<file path="src/sv/i2cbb_pkg.sv">
// Package for the I2C bit-bang master: result word type, command codes,
// sequencer phase encoding and reset defaults. No dependencies.
`timescale 1ns / 1ps
`default_nettype none
package i2cbb_pkg;

	localparam int DIVIDER_WIDTH_DEF = 8;
	localparam logic [7:0] PHASE_TICKS_RST = 8'd53;
	localparam logic [7:0] ADDR_MASK = 8'hfe;
	localparam logic [7:0] MSB_MASK = 8'h80;

	localparam logic [2:0] OP_TICK  = 3'd0;
	localparam logic [2:0] OP_START = 3'd1;
	localparam logic [2:0] OP_WRITE = 3'd2;
	localparam logic [2:0] OP_READ  = 3'd3;
	localparam logic [2:0] OP_STOP  = 3'd4;

	typedef enum logic [15:0] {
		PH_IDLE = 16'h0001,
		PH_ST_A = 16'h0002,
		PH_ST_B = 16'h0004,
		PH_ST_C = 16'h0008,
		PH_ST_D = 16'h0010,
		PH_WB_A = 16'h0020,
		PH_WB_B = 16'h0040,
		PH_RB_A = 16'h0080,
		PH_RB_B = 16'h0100,
		PH_RB_C = 16'h0200,
		PH_RA_A = 16'h0400,
		PH_RA_B = 16'h0800,
		PH_RA_C = 16'h1000,
		PH_SP_A = 16'h2000,
		PH_SP_B = 16'h4000,
		PH_SP_C = 16'h8000
	} phase_t;

	typedef struct packed {
		logic       sda_pull_low;
		logic       scl_pull_low;
		logic       busy_res;
		logic       done_res;
		logic [7:0] read_byte;
		logic       nack_seen;
		logic       rejected;
	} res_t;

endpackage
`default_nettype wire

</file>
<file path="src/sv/i2cbb_seq.sv">
// Phase sequencer of the I2C bit-bang master: state registers and the
// per-tick update. Depends on i2cbb_pkg.
`timescale 1ns / 1ps
`default_nettype none
module i2cbb_seq import i2cbb_pkg::*; #(
	parameter int DIVIDER_WIDTH = DIVIDER_WIDTH_DEF
) (
	input  wire logic       clk,
	input  wire logic       arst_n,
	input  wire logic       accept,
	input  wire logic [2:0] operation,
	input  wire logic [7:0] byte_value,
	input  wire logic       read_not_write,
	input  wire logic       ack_after_read,
	input  wire logic       scl_sense,
	input  wire logic       sda_sense,
	input  wire logic [7:0] phase_ticks,
	output res_t            res
);

	localparam int CW = ((DIVIDER_WIDTH > 8) ? DIVIDER_WIDTH : 8) + 1;
	localparam logic [CW-1:0] LIM = CW'(1) << DIVIDER_WIDTH;

	phase_t                   phase_q, phase_d;
	logic [2:0]               cmd_q, cmd_d;
	logic [3:0]               bit_q, bit_d, bit_inc;
	logic [7:0]               shift_q, shift_d;
	logic [DIVIDER_WIDTH-1:0] tick_q, tick_d, tick_inc;
	logic                     held_q, held_d;
	logic                     ackc_q, ackc_d;
	logic                     sda_q, sda_d;
	logic                     scl_q, scl_d;
	logic [7:0]               rd_q, rd_d;
	logic                     nack_q, nack_d;
	logic                     is_cmd, fire, done, rej;
	logic [CW-1:0]            per_raw, per, tick_ext;

	assign is_cmd   = (operation == OP_START) || (operation == OP_WRITE) ||
	                  (operation == OP_READ) || (operation == OP_STOP);
	assign tick_inc = tick_q + DIVIDER_WIDTH'(1);
	assign bit_inc  = bit_q + 4'd1;
	assign per_raw  = (phase_ticks == 8'd0) ? CW'(1) : CW'(phase_ticks);
	assign per      = (per_raw > LIM) ? LIM : per_raw;
	assign tick_ext = CW'(tick_inc);
	assign fire     = (tick_inc == '0) || (tick_ext >= per);

	always_comb begin
		phase_d = phase_q;
		cmd_d   = cmd_q;
		bit_d   = bit_q;
		shift_d = shift_q;
		tick_d  = tick_q;
		held_d  = held_q;
		ackc_d  = ackc_q;
		sda_d   = sda_q;
		scl_d   = scl_q;
		rd_d    = rd_q;
		nack_d  = nack_q;
		done    = 1'b0;
		rej     = 1'b0;
		if (phase_q == PH_IDLE) begin
			if (is_cmd) begin
				cmd_d  = operation;
				tick_d = '0;
				bit_d  = 4'd0;
				case (operation)
					OP_START: begin
						shift_d = (byte_value & ADDR_MASK) | {7'd0, read_not_write};
						phase_d = PH_ST_A;
					end
					OP_WRITE: begin
						shift_d = byte_value;
						phase_d = PH_WB_A;
					end
					OP_READ: begin
						shift_d = 8'd0;
						ackc_d  = ack_after_read;
						phase_d = PH_RB_A;
					end
					default: begin
						phase_d = PH_SP_A;
					end
				endcase
			end
		end else begin
			rej    = is_cmd;
			tick_d = tick_inc;
			if (fire) begin
				tick_d = '0;
				case (phase_q)
					PH_ST_A: begin
						if (held_q) begin
							sda_d   = 1'b0;
							phase_d = PH_ST_B;
						end else begin
							sda_d   = 1'b1;
							phase_d = PH_ST_D;
						end
					end
					PH_ST_B: begin
						scl_d   = 1'b0;
						phase_d = PH_ST_C;
					end
					PH_ST_C: begin
						sda_d   = 1'b1;
						phase_d = PH_ST_D;
					end
					PH_ST_D: begin
						scl_d   = 1'b1;
						held_d  = 1'b1;
						bit_d   = 4'd0;
						phase_d = PH_WB_A;
					end
					PH_WB_A: begin
						sda_d   = ((shift_q & MSB_MASK) == 8'd0);
						scl_d   = 1'b0;
						phase_d = PH_WB_B;
					end
					PH_WB_B: begin
						scl_d   = 1'b1;
						shift_d = {shift_q[6:0], 1'b0};
						bit_d   = bit_inc;
						phase_d = bit_inc[3] ? PH_RB_A : PH_WB_A;
					end
					PH_RB_A: begin
						sda_d   = 1'b0;
						scl_d   = 1'b0;
						phase_d = PH_RB_B;
					end
					PH_RB_B: begin
						// slave stretching the clock: wait another phase
						if (scl_sense) begin
							shift_d = {shift_q[6:0], sda_sense};
							phase_d = PH_RB_C;
						end
					end
					PH_RB_C: begin
						scl_d = 1'b1;
						if (cmd_q != OP_READ) begin
							nack_d  = shift_q[0];
							phase_d = PH_IDLE;
							done    = 1'b1;
						end else begin
							bit_d = bit_inc;
							if (bit_inc[3]) begin
								rd_d    = shift_q;
								phase_d = PH_RA_A;
							end else begin
								phase_d = PH_RB_A;
							end
						end
					end
					PH_RA_A: begin
						sda_d   = ackc_q;
						phase_d = PH_RA_B;
					end
					PH_RA_B: begin
						scl_d   = 1'b0;
						phase_d = PH_RA_C;
					end
					PH_RA_C: begin
						scl_d   = 1'b1;
						sda_d   = 1'b0;
						phase_d = PH_IDLE;
						done    = 1'b1;
					end
					PH_SP_A: begin
						scl_d   = 1'b1;
						sda_d   = 1'b1;
						phase_d = PH_SP_B;
					end
					PH_SP_B: begin
						scl_d   = 1'b0;
						phase_d = PH_SP_C;
					end
					PH_SP_C: begin
						sda_d   = 1'b0;
						held_d  = 1'b0;
						phase_d = PH_IDLE;
						done    = 1'b1;
					end
					default: begin
						phase_d = PH_IDLE;
					end
				endcase
			end
		end
	end

	always_comb begin
		res.sda_pull_low = sda_d;
		res.scl_pull_low = scl_d;
		res.busy_res     = (phase_d != PH_IDLE);
		res.done_res     = done;
		res.read_byte    = rd_d;
		res.nack_seen    = nack_d;
		res.rejected     = rej;
	end

	always_ff @(posedge clk or negedge arst_n) begin
		if (!arst_n) begin
			phase_q <= PH_IDLE;
			cmd_q   <= OP_TICK;
			bit_q   <= 4'd0;
			shift_q <= 8'd0;
			tick_q  <= '0;
			held_q  <= 1'b0;
			ackc_q  <= 1'b0;
			sda_q   <= 1'b0;
			scl_q   <= 1'b0;
			rd_q    <= 8'd0;
			nack_q  <= 1'b0;
		end else if (accept) begin
			phase_q <= phase_d;
			cmd_q   <= cmd_d;
			bit_q   <= bit_d;
			shift_q <= shift_d;
			tick_q  <= tick_d;
			held_q  <= held_d;
			ackc_q  <= ackc_d;
			sda_q   <= sda_d;
			scl_q   <= scl_d;
			rd_q    <= rd_d;
			nack_q  <= nack_d;
		end
	end

endmodule
`default_nettype wire

</file>
<file path="src/sv/i2cbb_outbuf.sv">
// Two-deep result buffer (output register plus skid stage) of the I2C
// bit-bang master. Depends on i2cbb_pkg.
`timescale 1ns / 1ps
`default_nettype none
module i2cbb_outbuf import i2cbb_pkg::*; (
	input  wire logic clk,
	input  wire logic arst_n,
	input  wire logic push,
	input  res_t      push_data,
	output logic      full,
	output logic      out_valid,
	input  wire logic out_stall,
	output res_t      out_data
);

	res_t out_q, skid_q;
	logic out_valid_q, skid_valid_q;

	assign full      = skid_valid_q;
	assign out_valid = out_valid_q;
	assign out_data  = out_q;

	always_ff @(posedge clk or negedge arst_n) begin
		if (!arst_n) begin
			out_valid_q  <= 1'b0;
			skid_valid_q <= 1'b0;
		end else if (out_valid_q && out_stall) begin
			// hold the presented word, park a new one in the skid stage
			if (push && !skid_valid_q) begin
				skid_valid_q <= 1'b1;
			end
		end else if (skid_valid_q) begin
			out_valid_q  <= 1'b1;
			skid_valid_q <= 1'b0;
		end else begin
			out_valid_q <= push;
		end
	end

	always_ff @(posedge clk) begin
		if (out_valid_q && out_stall) begin
			if (push && !skid_valid_q) begin
				skid_q <= push_data;
			end
		end else if (skid_valid_q) begin
			out_q <= skid_q;
		end else if (push) begin
			out_q <= push_data;
		end
	end

endmodule
`default_nettype wire

</file>
<file path="src/sv/i2c_bitbang_master.sv">
// Top level of the I2C bit-bang master: handshake, phase-length register,
// sequencer and result buffer. Depends on i2cbb_pkg, i2cbb_seq, i2cbb_outbuf.
`timescale 1ns / 1ps
`default_nettype none
// Open-drain I2C master driven by one input word per clock tick. Each word
// carries an optional command (start, write byte, read byte, stop) and the
// sampled SCL/SDA levels; each accepted word yields exactly one result word
// with the pull-low drives after this tick, busy/done flags, the last read
// byte, the last acknowledge status and a flag for a command rejected because
// a previous one was still running. A command is taken only while idle; the
// tick that takes it does not count toward the first phase. Each phase lasts
// phase_ticks ticks (zero acts as one, capped at 2**DIVIDER_WIDTH); a read bit
// waits another full phase whenever SCL is still held low by the slave.
// Rate: one word per clock cycle. The sequencer updates all its state in the
// cycle a word is accepted and the result goes into a two-entry output buffer,
// so words flow back to back; in_stall rises only when both buffer entries are
// held by a stalled output. Write phase_ticks through cfg_we/cfg_wdata while
// the block is idle.
module i2c_bitbang_master import i2cbb_pkg::*; #(
	parameter int DIVIDER_WIDTH = DIVIDER_WIDTH_DEF
) (
	input  wire logic       clk,
	input  wire logic       arst_n,
	input  wire logic       cfg_we,
	input  wire logic [7:0] cfg_wdata,
	input  wire logic       in_valid,
	output logic            in_stall,
	input  wire logic [2:0] operation,
	input  wire logic [7:0] byte_value,
	input  wire logic       read_not_write,
	input  wire logic       ack_after_read,
	input  wire logic       scl_sense,
	input  wire logic       sda_sense,
	output logic            out_valid,
	input  wire logic       out_stall,
	output logic            sda_pull_low,
	output logic            scl_pull_low,
	output logic            busy_res,
	output logic            done_res,
	output logic [7:0]      read_byte,
	output logic            nack_seen,
	output logic            rejected
);

	logic [7:0] phase_ticks_q;
	logic       accept;
	logic       buf_full;
	res_t       res_d, res_out;

	// phase length register; the user must write it only while idle, the block itself does not enforce it
	always_ff @(posedge clk or negedge arst_n) begin
		if (!arst_n) begin
			phase_ticks_q <= PHASE_TICKS_RST;
		end else if (cfg_we) begin
			phase_ticks_q <= cfg_wdata;
		end
	end

	// take a word whenever the skid stage is free
	assign in_stall = buf_full;
	assign accept   = in_valid && !buf_full;

	i2cbb_seq #(
		.DIVIDER_WIDTH(DIVIDER_WIDTH)
	) u_seq (
		.clk           (clk),
		.arst_n        (arst_n),
		.accept        (accept),
		.operation     (operation),
		.byte_value    (byte_value),
		.read_not_write(read_not_write),
		.ack_after_read(ack_after_read),
		.scl_sense     (scl_sense),
		.sda_sense     (sda_sense),
		.phase_ticks   (phase_ticks_q),
		.res           (res_d)
	);

	i2cbb_outbuf u_outbuf (
		.clk      (clk),
		.arst_n   (arst_n),
		.push     (accept),
		.push_data(res_d),
		.full     (buf_full),
		.out_valid(out_valid),
		.out_stall(out_stall),
		.out_data (res_out)
	);

	// drop the result word onto its ports
	assign sda_pull_low = res_out.sda_pull_low;
	assign scl_pull_low = res_out.scl_pull_low;
	assign busy_res     = res_out.busy_res;
	assign done_res     = res_out.done_res;
	assign read_byte    = res_out.read_byte;
	assign nack_seen    = res_out.nack_seen;
	assign rejected     = res_out.rejected;

endmodule
`default_nettype wire

</file>
<file path="config.mk">
export PLATFORM = sky130hd
export DESIGN_NAME = i2c_bitbang_master
export DESIGN_NICKNAME = d
export VERILOG_FILES = /design/src/sv/i2cbb_pkg.sv /design/src/sv/i2cbb_seq.sv /design/src/sv/i2cbb_outbuf.sv /design/src/sv/i2c_bitbang_master.sv
export SDC_FILE = /design/constraint.sdc
export NUM_CORES = 1
export LEC_CHECK = 0
export BUFFER_PORTS_ARGS = -buffer_cell sky130_fd_sc_hd__buf_2
export CORE_MARGIN = 10
export CORE_UTILIZATION = 50
export CTS_BUF_LIST = sky130_fd_sc_hd__clkbuf_4
export DETAILED_ROUTE_END_ITERATION = 8
export GPL_TIMING_DRIVEN = 0
export HOLD_SLACK_MARGIN = 0.02
export PLACE_DENSITY = 0.72
export SYNTH_ARGS = -nofsm -noshare
export SYNTH_HDL_FRONTEND = slang
export SYNTH_HIERARCHICAL = 1
export SYNTH_SLANG_ARGS = --single-unit
</file>
<file path="constraint.sdc">
create_clock -name clk -period 9.76 [get_ports clk]
set_clock_uncertainty 0.2 [all_clocks]
set_input_delay 1.952 -clock clk [delete_from_list [all_inputs] [get_ports clk]]
set_output_delay 1.952 -clock clk [all_outputs]
set_load 0.02 [all_outputs]
</file>
==> summary.md, run 1 <==
| Metric | Value |
|---|---|
| Layout net count | `558` |
| Floorplan row count | `37` |
| Async set or reset register ratio after synthesis | `68.9%` |
| Design Area, Final | `0.00579 sq mm` |
| Cell Int Power | `0.000721 W` |
| Share of Yosys cell area claimed by the top area cell type | `27.1%` |
| CTS H-tree lvls | `3` |
| Worst Tran Pin Value | `1330 ps` |
| Synthesized area | `0.00526 sq mm` |
| Main synth FF type | `dfrtp_1` |
| # port buffers | `41` |
| Global Route Usage Sum | `16.2%` |
| Area leader, netlist | `dfrtp_1` |
| Initial core utilization | `51.2%` |
| Hold path cells | `1` |
| Synthesis warning total | `6` |
| CP required | `9770 ps` |
| Setup CP Type | `reg2reg` |
| Postcts setup bufs | `0` |
| Pins over their slew limit | `0` |
| DR WL/cell | `18.2 um` |
| Number of synthesized flops with an enable pin | `28` |
| Die extent in y | `123 um` |
| Tot Pwr | `0.00117 W` |
| Maximum VDD drop | `0.0899 mV` |
| Crit-path max FO | `9` |
| Number of max-cap violations | `0` |
| Die width | `123 um` |
| R2r startpoint | `u_seq/tick_q[2]$_DFFE_PN0P_` |
| Worst-Skew Late Latency | `450 ps` |
| Yosys cell types | `76` |
| Post-synthesis cell count | `468` |
| Critical path endpoint category | `register` |
| Max Clk Rate | `237 MHz` |
| Hold Path Class | `reg2reg` |
| Hold path startpoint | `u_seq/sda_q$_DFFE_PN0P_` |
| DP HPWL | `9.13 mm` |
| RSZ-0062 raised after global routing | `false` |
| Diode count | `0` |
| Sequential fraction of the synthesis area | `45.6%` |
| GP Congestion | `0.957` |
| Reg2Reg Depth | `12` |
| Worst Hold Path EP | `u_seq/sda_q$_DFFE_PN0P_` |
| Reg2Reg Capture Point | `u_outbuf/out_data[11]$_DFFE_PP_` |
| Core ar. | `0.0103 sq mm` |
| CTS Hold Bufs | `0` |
| Pleak | `2.55 nW` |
| CTS tree | `done` |
| Rel. slew slack | `10.9%` |
| Clock transition at path regs | `140 ps` |
| DRC Markers | `0` |
| Number of global-route vias before repair | `3,930` |
| Num CTS Buffers | `9` |
| Synth Area per Inst | `11.2 sq um` |
| Initial drt markers | `240` |
| Post-layout util | `56.4%` |
| Global-route wire length before repair | `19.6 mm` |
| Part of the power in registers | `43.0%` |
| Drt first pass iters | `5` |
| Vias | `3,825` |
| Count leader, synth | `nand2_1` |
| Final Cycle Share | `43.2%` |
| Most common library cells after synthesis | `60 x nand2_1, 57 x dfrtp_1, 30 x mux2_4` |
| Post-layout min period | `4220 ps` |
| Final Hold Viols | `0` |
| DP Worst Slack | `5200 ps` |
| ANT nets after route | `0` |
| Largest net degree at the start of global routing | `63` |
| Yosys reg bits | `90` |
| PnR worst setup slack | `5540 ps` |
| Final WL | `12.0 mm` |
| Clock buffer depth | `2` |
| Setup TNS | `0 ps` |
| GRT overflow | `0` |
| Status | `complete, no violations` |
| Setup crit start kind | `register` |
| Layout cells sized above 1 | `30.3%` |
| Largest cells by area after synthesis | `dfrtp_1 27%, edfxtp_1 16%, mux2_4 8.6%` |
| Reg2Reg Setup Slack | `5540 ps` |
| Net Sw Frac | `38.6%` |
| Switching pwr | `0.000454 W` |
| Via-per-instance ratio | `5.79` |
| Ports | `44` |
| Placed cell area | `0.00564 sq mm` |
| Post-CTS resize count | `0` |
| Clock share of power | `19.1%` |
| Synthesized Nets | `506` |
| Cell area power density | `203 mW/mm^2` |
| Setup Viol. Count Final | `0` |
| Initial antenna violation count | `0` |
| Worst EP arrival | `4220 ps` |
| Full die area | `0.0150 sq mm` |
| # clock sinks | `90` |
| Clock root cell | `clkbuf_4` |
| Combinational share of power | `38.0%` |
| Layout Area Growth over Synthesis | `10.1%` |
==> final cells by class <==
type                    count  area [sq um]
fillers                   920          4480
multi-input cells         331          2590
flip-flops and latches     90          2400
plain buffers              32           221
repair buffers             41           208
well taps                 136           170
clock inverters             7          83.8
clock buffers               9          67.6
inverters                  15          56.3
==> kinds of logic (layout without fill, tap and decap cells) <==
family	count (synthesis)	after routing	share of synthesized area [%]
multiplexers	59	59	14.7
adder cells (fa/ha/maj)	10	10	2.38
buffers and inverters	47	104	5.28
XOR/XNOR	14	14	2.33
flip-flops	90	90	45.6
AO/OA/AOI/OAI	71	71	9.82
AND/OR/NAND/NOR	177	177	20.0
==> critical path: stages, from the launching register on <==
cell and delay [ps]:
dfrtp_1 350, clkbuf_1 330, nand2_1 190, nor2_1 160, xor2_1 240, ha_1 280, a21o_1 180, a21o_1 210
nor3_2 620, mux2i_1 300, o2111ai_1 130, or4_1 500, mux2_2 300
==> placed cells by master, fill, tap and decap left out, types with 5 or more instances in the layout <==
| cell type | count |
|---|---|
| buf_4 | 7 |
| clkbuf_4 | 9 |
| xor2_1 | 6 |
| buf_2 | 47 |
| dfstp_2 | 5 |
| nor4_1 | 11 |
| inv_1 | 15 |
| o21ai_0 | 23 |
| o21ai_1 | 6 |
| xnor2_1 | 8 |
| nand2b_1 | 8 |
| nand4_1 | 15 |
| nand3_1 | 14 |
| nor2_1 | 22 |
| mux2_4 | 30 |
| a21oi_1 | 6 |
| clkbuf_1 | 9 |
| nand2_1 | 60 |
| mux2_2 | 19 |
| dfrtp_1 | 57 |
| edfxtp_1 | 28 |
| buf_6 | 7 |
| ha_1 | 10 |
| mux2_1 | 6 |
==> worst max path at each step <==
stage          cells after the start  slack [ps]                         endpoint                         from
6_report                          12        5540  u_outbuf/out_data[11]$_DFFE_PP_  u_seq/tick_q[2]$_DFFE_PN0P_
5_1_grt                           12        5270  u_outbuf/out_data[11]$_DFFE_PP_  u_seq/tick_q[2]$_DFFE_PN0P_
4_1_cts                           12        5560  u_outbuf/out_data[11]$_DFFE_PP_  u_seq/tick_q[2]$_DFFE_PN0P_
3_5_place_dp                       6        5200     u_seq/phase_q[0]$_DFFE_PN1P_                     in_valid
3_3_place_gp                       6        5300     u_seq/phase_q[0]$_DFFE_PN1P_                     in_valid
2_1_floorplan                      8        5920  u_outbuf/out_data[11]$_DFFE_PP_                 operation[2]
==> per-stage QoR <==
| stage | hold slack (ps) | std cells |
|---|---|---|
| floorplan | 238 | 468 |
| global placement | 256 | 645 |
| detailed placement | 274 | 645 |
| CTS | 312 | 661 |
| global route | 325 | 661 |
| finish | 308 | 661 |
==> routing by layer <==
metal | global-route usage, % | routed length [um] | up-vias
met5 | 0 | 0 | -
met4 | 5.30 | 218 | 0
met3 | 2.98 | 679 | 20
met2 | 26.8 | 5810 | 123
met1 | 21.0 | 5290 | 1846
li1 | - | - | 1836
==> sequential cells by signal (all words and copies together), names as in the netlist, 3 cells and up <==
register           count
u_seq/cmd_q            3
u_seq/tick_q           8
u_outbuf/out_data     14
phase_ticks_q          8
u_outbuf/skid_q       14
u_seq/shift_q          8
u_seq/bit_q            4
u_seq/phase_q         16
u_seq/rd_q             8
==> power by group through the flow <==
stage / registers [W] / logic (W) / clock network [W]
2_1_floorplan: 0.000507 / 0.000331 / 0
3_3_place_gp: 0.000508 / 0.000428 / 0
3_5_place_dp: 0.000512 / 0.000441 / 0
4_1_cts: 0.000504 / 0.000442 / 0.000230
5_1_grt: 0.000514 / 0.000483 / 0.000245
6_report: 0.000505 / 0.000446 / 0.000224
(Power assumes the default switching activity.)
==> inputs of run 2 (changes only) <==
- clock period: 9.76 -> 3.9 ns (I/O delays scaled with it)
==> summary.md, run 2 (synthesized netlist as in run 1, its figures left out) <==
| Metric | Value |
|---|---|
| DP HPWL | `9.13 mm` |
| # port buffers | `41` |
| Final WL | `12.3 mm` |
| ANT nets after route | `0` |
| GRT overflow | `0` |
| Placed cell count | `645` |
| Worst-Skew Late Latency | `450 ps` |
| Commonest cells after routing, fill and taps aside | `59 x nand2_1, 54 x dfrtp_1, 47 x buf_2` |
| Post-layout min period | `3850 ps` |
| Clock buffer depth | `2` |
| WP buf/inv | `2` |
| Vias | `3,859` |
| Ports | `44` |
| Kind of cell adding the most delay to the critical path | `simple AND/OR/NAND/NOR gates` |
| Crit-path max FO | `8` |
| Status | `complete, no violations` |
| Largest net degree at the start of global routing | `63` |
| Die width | `123 um` |
| Initial core utilization | `51.2%` |
| Num CTS Buffers | `9` |
| Max Clk Rate | `260 MHz` |
| Hold Slack | `164 ps` |
| Floorplan row count | `37` |
| Number of max-cap violations | `0` |
| Cell area power density | `513 mW/mm^2` |
| Full die area | `0.0150 sq mm` |
| Post-layout util | `57.5%` |
| Final Hold Viols | `0` |
| CTS H-tree lvls | `3` |
| Diode count | `0` |
| Global Route Usage Sum | `16.3%` |
| CP required | `3910 ps` |
| Initial drt markers | `275` |
| Setup TNS | `0 ps` |
| CP max stage delay | `520 ps` |
| Layout Area Growth over Synthesis | `12.3%` |
| Worst Tran Pin Value | `1340 ps` |
| Setup CP Type | `reg2reg` |
| Clock transition at path regs | `170 ps` |
| Rel. slew slack | `10.3%` |
| Global-route wire length before repair | `19.8 mm` |
| Tot Pwr | `0.00303 W` |
| Largest Register | `u_seq/phase_q` |
| CP max-delay cell | `or4_4` |
| Layout cells sized above 1 | `34.2%` |
| Clock root cell | `clkbuf_4` |
| Worst EP arrival | `3850 ps` |
| Pins over their slew limit | `0` |
| Commonest non-fill, non-tap cell in the layout | `nand2_1` |
| Max reg flops | `16` |
| DRC Markers | `0` |
| CTS tree | `done` |
| Initial antenna violation count | `0` |
| Maximum VDD drop | `0.253 mV` |
| Pleak | `2.60 nW` |
| Layout net count | `560` |
| Core ar. | `0.0103 sq mm` |
| Number of global-route vias before repair | `3,957` |
| GP Congestion | `0.957` |
| Drt first pass iters | `5` |
| Via-per-instance ratio | `5.82` |
| Critical Path, Cell by Cell | `buf_4, and4_4, nand4_1, xnor2_2, ha_1, a21o_1, or3_4, buf_6, mux2i_2, o31ai_2, or4_4, mux2_2` |
| Critical path endpoint category | `register` |
| Fill count | `902` |
| Die extent in y | `123 um` |
| Setup Viol. Count Final | `0` |
| Setup crit start kind | `register` |
| Final Cycle Share | `98.6%` |
| # clock sinks | `90` |
| Post-Layout Cell Count | `663` |
| Hold Path Class | `in2async` |
| CTS Hold Bufs | `0` |
| DR WL/cell | `18.5 um` |
## run 2: cell type report
| type | instances | area [sq um] | share of cell area [%] |
|---|---|---|---|
| clock inverters | 7 | 83.8 | 1.42 |
| plain buffers | 29 | 210 | 3.56 |
| well taps | 136 | 170 | 2.88 |
| clock buffers | 9 | 67.6 | 1.14 |
| flip-flops and latches | 90 | 2400 | 40.6 |
| multi-input cells | 331 | 2680 | 45.3 |
| repair buffers | 46 | 245 | 4.15 |
| inverters | 15 | 56.3 | 0.953 |
## run 2: per-layer routing
layer	global-route usage, %	wire length (um)	part of all wire, %
met1	21.1	5490	45
met2	27.0	5960	49
met3	3.03	593	4.8
met4	5.52	212	1.7
met5	0	0	0
## run 2: through the flow
stage	area (sq um)	worst slack [ps]
after floorplan	5260	255
after global placement	5640	-192
after detailed placement	5640	-289
after CTS	5830	10.4
after global routing	5910	-36.8
final	5910	54.4
## run 2: what timing repair did
action	CTS	global route
gates resized for setup	8	12
pin swaps	3	6
buffers inserted	2	3
setup endpoints to repair	2	1
## run 2: worst paths after layout
kind | slack (ps) | end | from | cells after the start
setup / recovery | 50 | u_outbuf/out_data[11]$_DFFE_PP_ | u_seq/tick_q[0]$_DFFE_PN0P_ | 12
setup reg to reg | 50 | u_outbuf/out_data[11]$_DFFE_PP_ | u_seq/tick_q[0]$_DFFE_PN0P_ | 12
min in group clk | 310 | u_seq/sda_q$_DFFE_PN0P_ | u_seq/sda_q$_DFFE_PN0P_ | 1
max in group asynchronous | 2720 | u_seq/tick_q[0]$_DFFE_PN0P_ | arst_n | 1
hold reg to reg | 310 | u_seq/sda_q$_DFFE_PN0P_ | u_seq/sda_q$_DFFE_PN0P_ | 1
hold / removal | 160 | u_seq/phase_q[12]$_DFFE_PN0P_ | arst_n | 1
## run 2: where the power goes
part	switching, W	total [W]	internal, W
logic	0.000698	0.00120	0.000504
clock network	0.000353	0.000562	0.000209
registers	0.000132	0.00127	0.00114
total	0.00118	0.00303	0.00185
## run 2: worst reg2reg max path: stages (launching register included)
cell and delay (ps):
dfrtp_2 400, buf_4 140, and4_4 250, nand4_1 180
xnor2_2 240, ha_1 280, a21o_1 250, or3_4 390
buf_6 150, mux2i_2 200, o31ai_2 120, or4_4 520
mux2_2 290
==> inputs of run 3 (changes only) <==
- CORE_UTILIZATION: 50 -> 29
- PLACE_DENSITY: 0.72 -> 0.48
==> summary.md, run 3 (synthesized netlist as in run 1, its figures left out) <==
| Metric | Value |
|---|---|
| CP max-delay cell | `or4_4` |
| Clock transition at path regs | `170 ps` |
| Worst-Skew Late Latency | `470 ps` |
| Ports | `44` |
| Design Area, Final | `0.00610 sq mm` |
| Global Route met3 Usage | `1.86%` |
| Fill count | `1,826` |
| DP Worst Slack | `-286 ps` |
| Rel. slew slack | `34.4%` |
| Post-layout min period | `3800 ps` |
| Global-route wire length before repair | `21.2 mm` |
| # clock sinks | `90` |
| Initial drt markers | `188` |
| Number of max-cap violations | `0` |
| Worst EP arrival | `3820 ps` |
| Die extent in y | `155 um` |
| Worst Tran Pin Value | `974 ps` |
| Number of global-route vias before repair | `3,878` |
| Initial antenna violation count | `1` |
| Met2 Track Usage GR | `18.5%` |
| Clock buffer depth | `2` |
| Critical Path, Cell by Cell | `ha_2, nand2_4, nor2_4, xor2_2, ha_1, a21o_1, a21o_1, or3_1, buf_6, mux2i_4, o31ai_2, or4_4, mux2_2` |
| Global Route Usage Sum | `11.1%` |
| Setup crit start kind | `register` |
| CTS Hold Bufs | `0` |
| Clock root cell | `clkbuf_4` |
| Max reg flops | `16` |
| Full die area | `0.0239 sq mm` |
| Kind of cell adding the most delay to the critical path | `simple AND/OR/NAND/NOR gates` |
| Status | `complete, no violations` |
| WP buf/inv | `1` |
| Final WL | `13.1 mm` |
| Pins over their slew limit | `0` |
| Max Clk Rate | `263 MHz` |
| GP Congestion | `0.867` |
| Hold Slack | `193 ps` |
| Layout Area Growth over Synthesis | `15.9%` |
| GR peak layer | `met2` |
| Vias | `3,803` |
| Maximum VDD drop | `0.144 mV` |
| Die width | `155 um` |
| CP max stage delay | `570 ps` |
| CP required | `3920 ps` |
| Setup CP Type | `reg2reg` |
| Critical path endpoint category | `register` |
| Core ar. | `0.0179 sq mm` |
| Layout net count | `564` |
| Multi-input gate area | `0.00270 sq mm` |
| Largest Register | `u_seq/phase_q` |
| DR WL/cell | `17.2 um` |
| PnR worst setup slack | `98.5 ps` |
| CTS tree | `done` |
| # port buffers | `41` |
| DP HPWL | `9.87 mm` |
| Drt first pass iters | `4` |
| ANT nets after route | `0` |
| CTS H-tree lvls | `3` |
| FF/Latch Area | `0.00240 sq mm` |
| Setup Viol. Count Final | `0` |
| Cell area power density | `514 mW/mm^2` |
| Layout cells sized above 1 | `34.7%` |
| Pleak | `2.64 nW` |
| Floorplan row count | `49` |
| Final Hold Viols | `0` |
| Met1 usage | `13.7%` |
| Tot Pwr | `0.00314 W` |
| Initial core utilization | `29.4%` |
| Placed cell area | `0.00576 sq mm` |
| Final Cycle Share | `97.5%` |
| Commonest cells after routing, fill and taps aside | `59 x nand2_1, 54 x dfrtp_1, 47 x buf_2` |
| Post-Layout Cell Count | `761` |
| DRC Markers | `0` |
| Crit-path max FO | `3` |
| Largest net degree at the start of global routing | `63` |
| Hold Path Class | `in2async` |
| Placed cell count | `738` |
| CP dominant cell by count | `a21o_1` |
| Via-per-instance ratio | `5.00` |
| Num CTS Buffers | `9` |
| GRT overflow | `0` |
| Commonest non-fill, non-tap cell in the layout | `nand2_1` |
==> run 3: timing repair <==
| action | in CTS | in global routing |
|---|---|---|
| cloned | 0 | 0 |
| buffers inserted | 2 | 6 |
| pin swaps | 2 | 4 |
| setup endpoints to repair | 3 | 1 |
| resized for setup | 11 | 12 |
==> run 3: final cells by class <==
| cell class | instances | area share, % |
|---|---|---|
| Multi-Input combinational cell | 331 | 44.2 |
| Sequential cell | 90 | 39.4 |
| Tap cell | 229 | 4.69 |
| Timing Repair Buffer | 49 | 4.39 |
| Buffer | 30 | 3.51 |
| Clock inverter | 7 | 1.82 |
| Clock buffer | 9 | 1.11 |
| Inverter | 15 | 0.923 |
| Antenna cell | 1 | 0.0410 |
==> run 3: where the power goes <==
| group | switching, W | internal, W | leakage (nW) |
|---|---|---|---|
| registers | 0.000127 | 0.00114 | 1.06 |
| clock network | 0.000366 | 0.000272 | 0.0939 |
| logic | 0.000715 | 0.000518 | 1.49 |
==> run 3: metrics by stage <==
stage	setup TNS, ps	utilization [%]
CTS	0	33.5
global placement	-353	32.1
detailed placement	-310	32.2
finish	0	34.1
global route	-15.8	34.1
floorplan	0	-
==> run 3: final timing paths <==
kind                       depth (start not counted)                         from                         endpoint  slack, ps
max in group asynchronous                          1                       arst_n      u_seq/tick_q[5]$_DFFE_PN0P_       2720
min reg2reg                                        2   u_seq/cmd_q[2]$_DFFE_PN0P_       u_seq/cmd_q[2]$_DFFE_PN0P_        300
min in group clk                                   2   u_seq/cmd_q[2]$_DFFE_PN0P_       u_seq/cmd_q[2]$_DFFE_PN0P_        300
max reg2reg                                       13  u_seq/tick_q[0]$_DFFE_PN0P_  u_outbuf/out_data[11]$_DFFE_PP_        100
min                                                1                       arst_n       u_seq/bit_q[2]$_DFFE_PN0P_        190
max                                               13  u_seq/tick_q[0]$_DFFE_PN0P_  u_outbuf/out_data[11]$_DFFE_PP_        100
==> run 3: per-layer routing <==
metal	vias to the layer above	part of all wire (%)
met5	-	0
met4	0	2.2
met3	13	3.9
met2	77	49
met1	1872	45
li1	1841	-
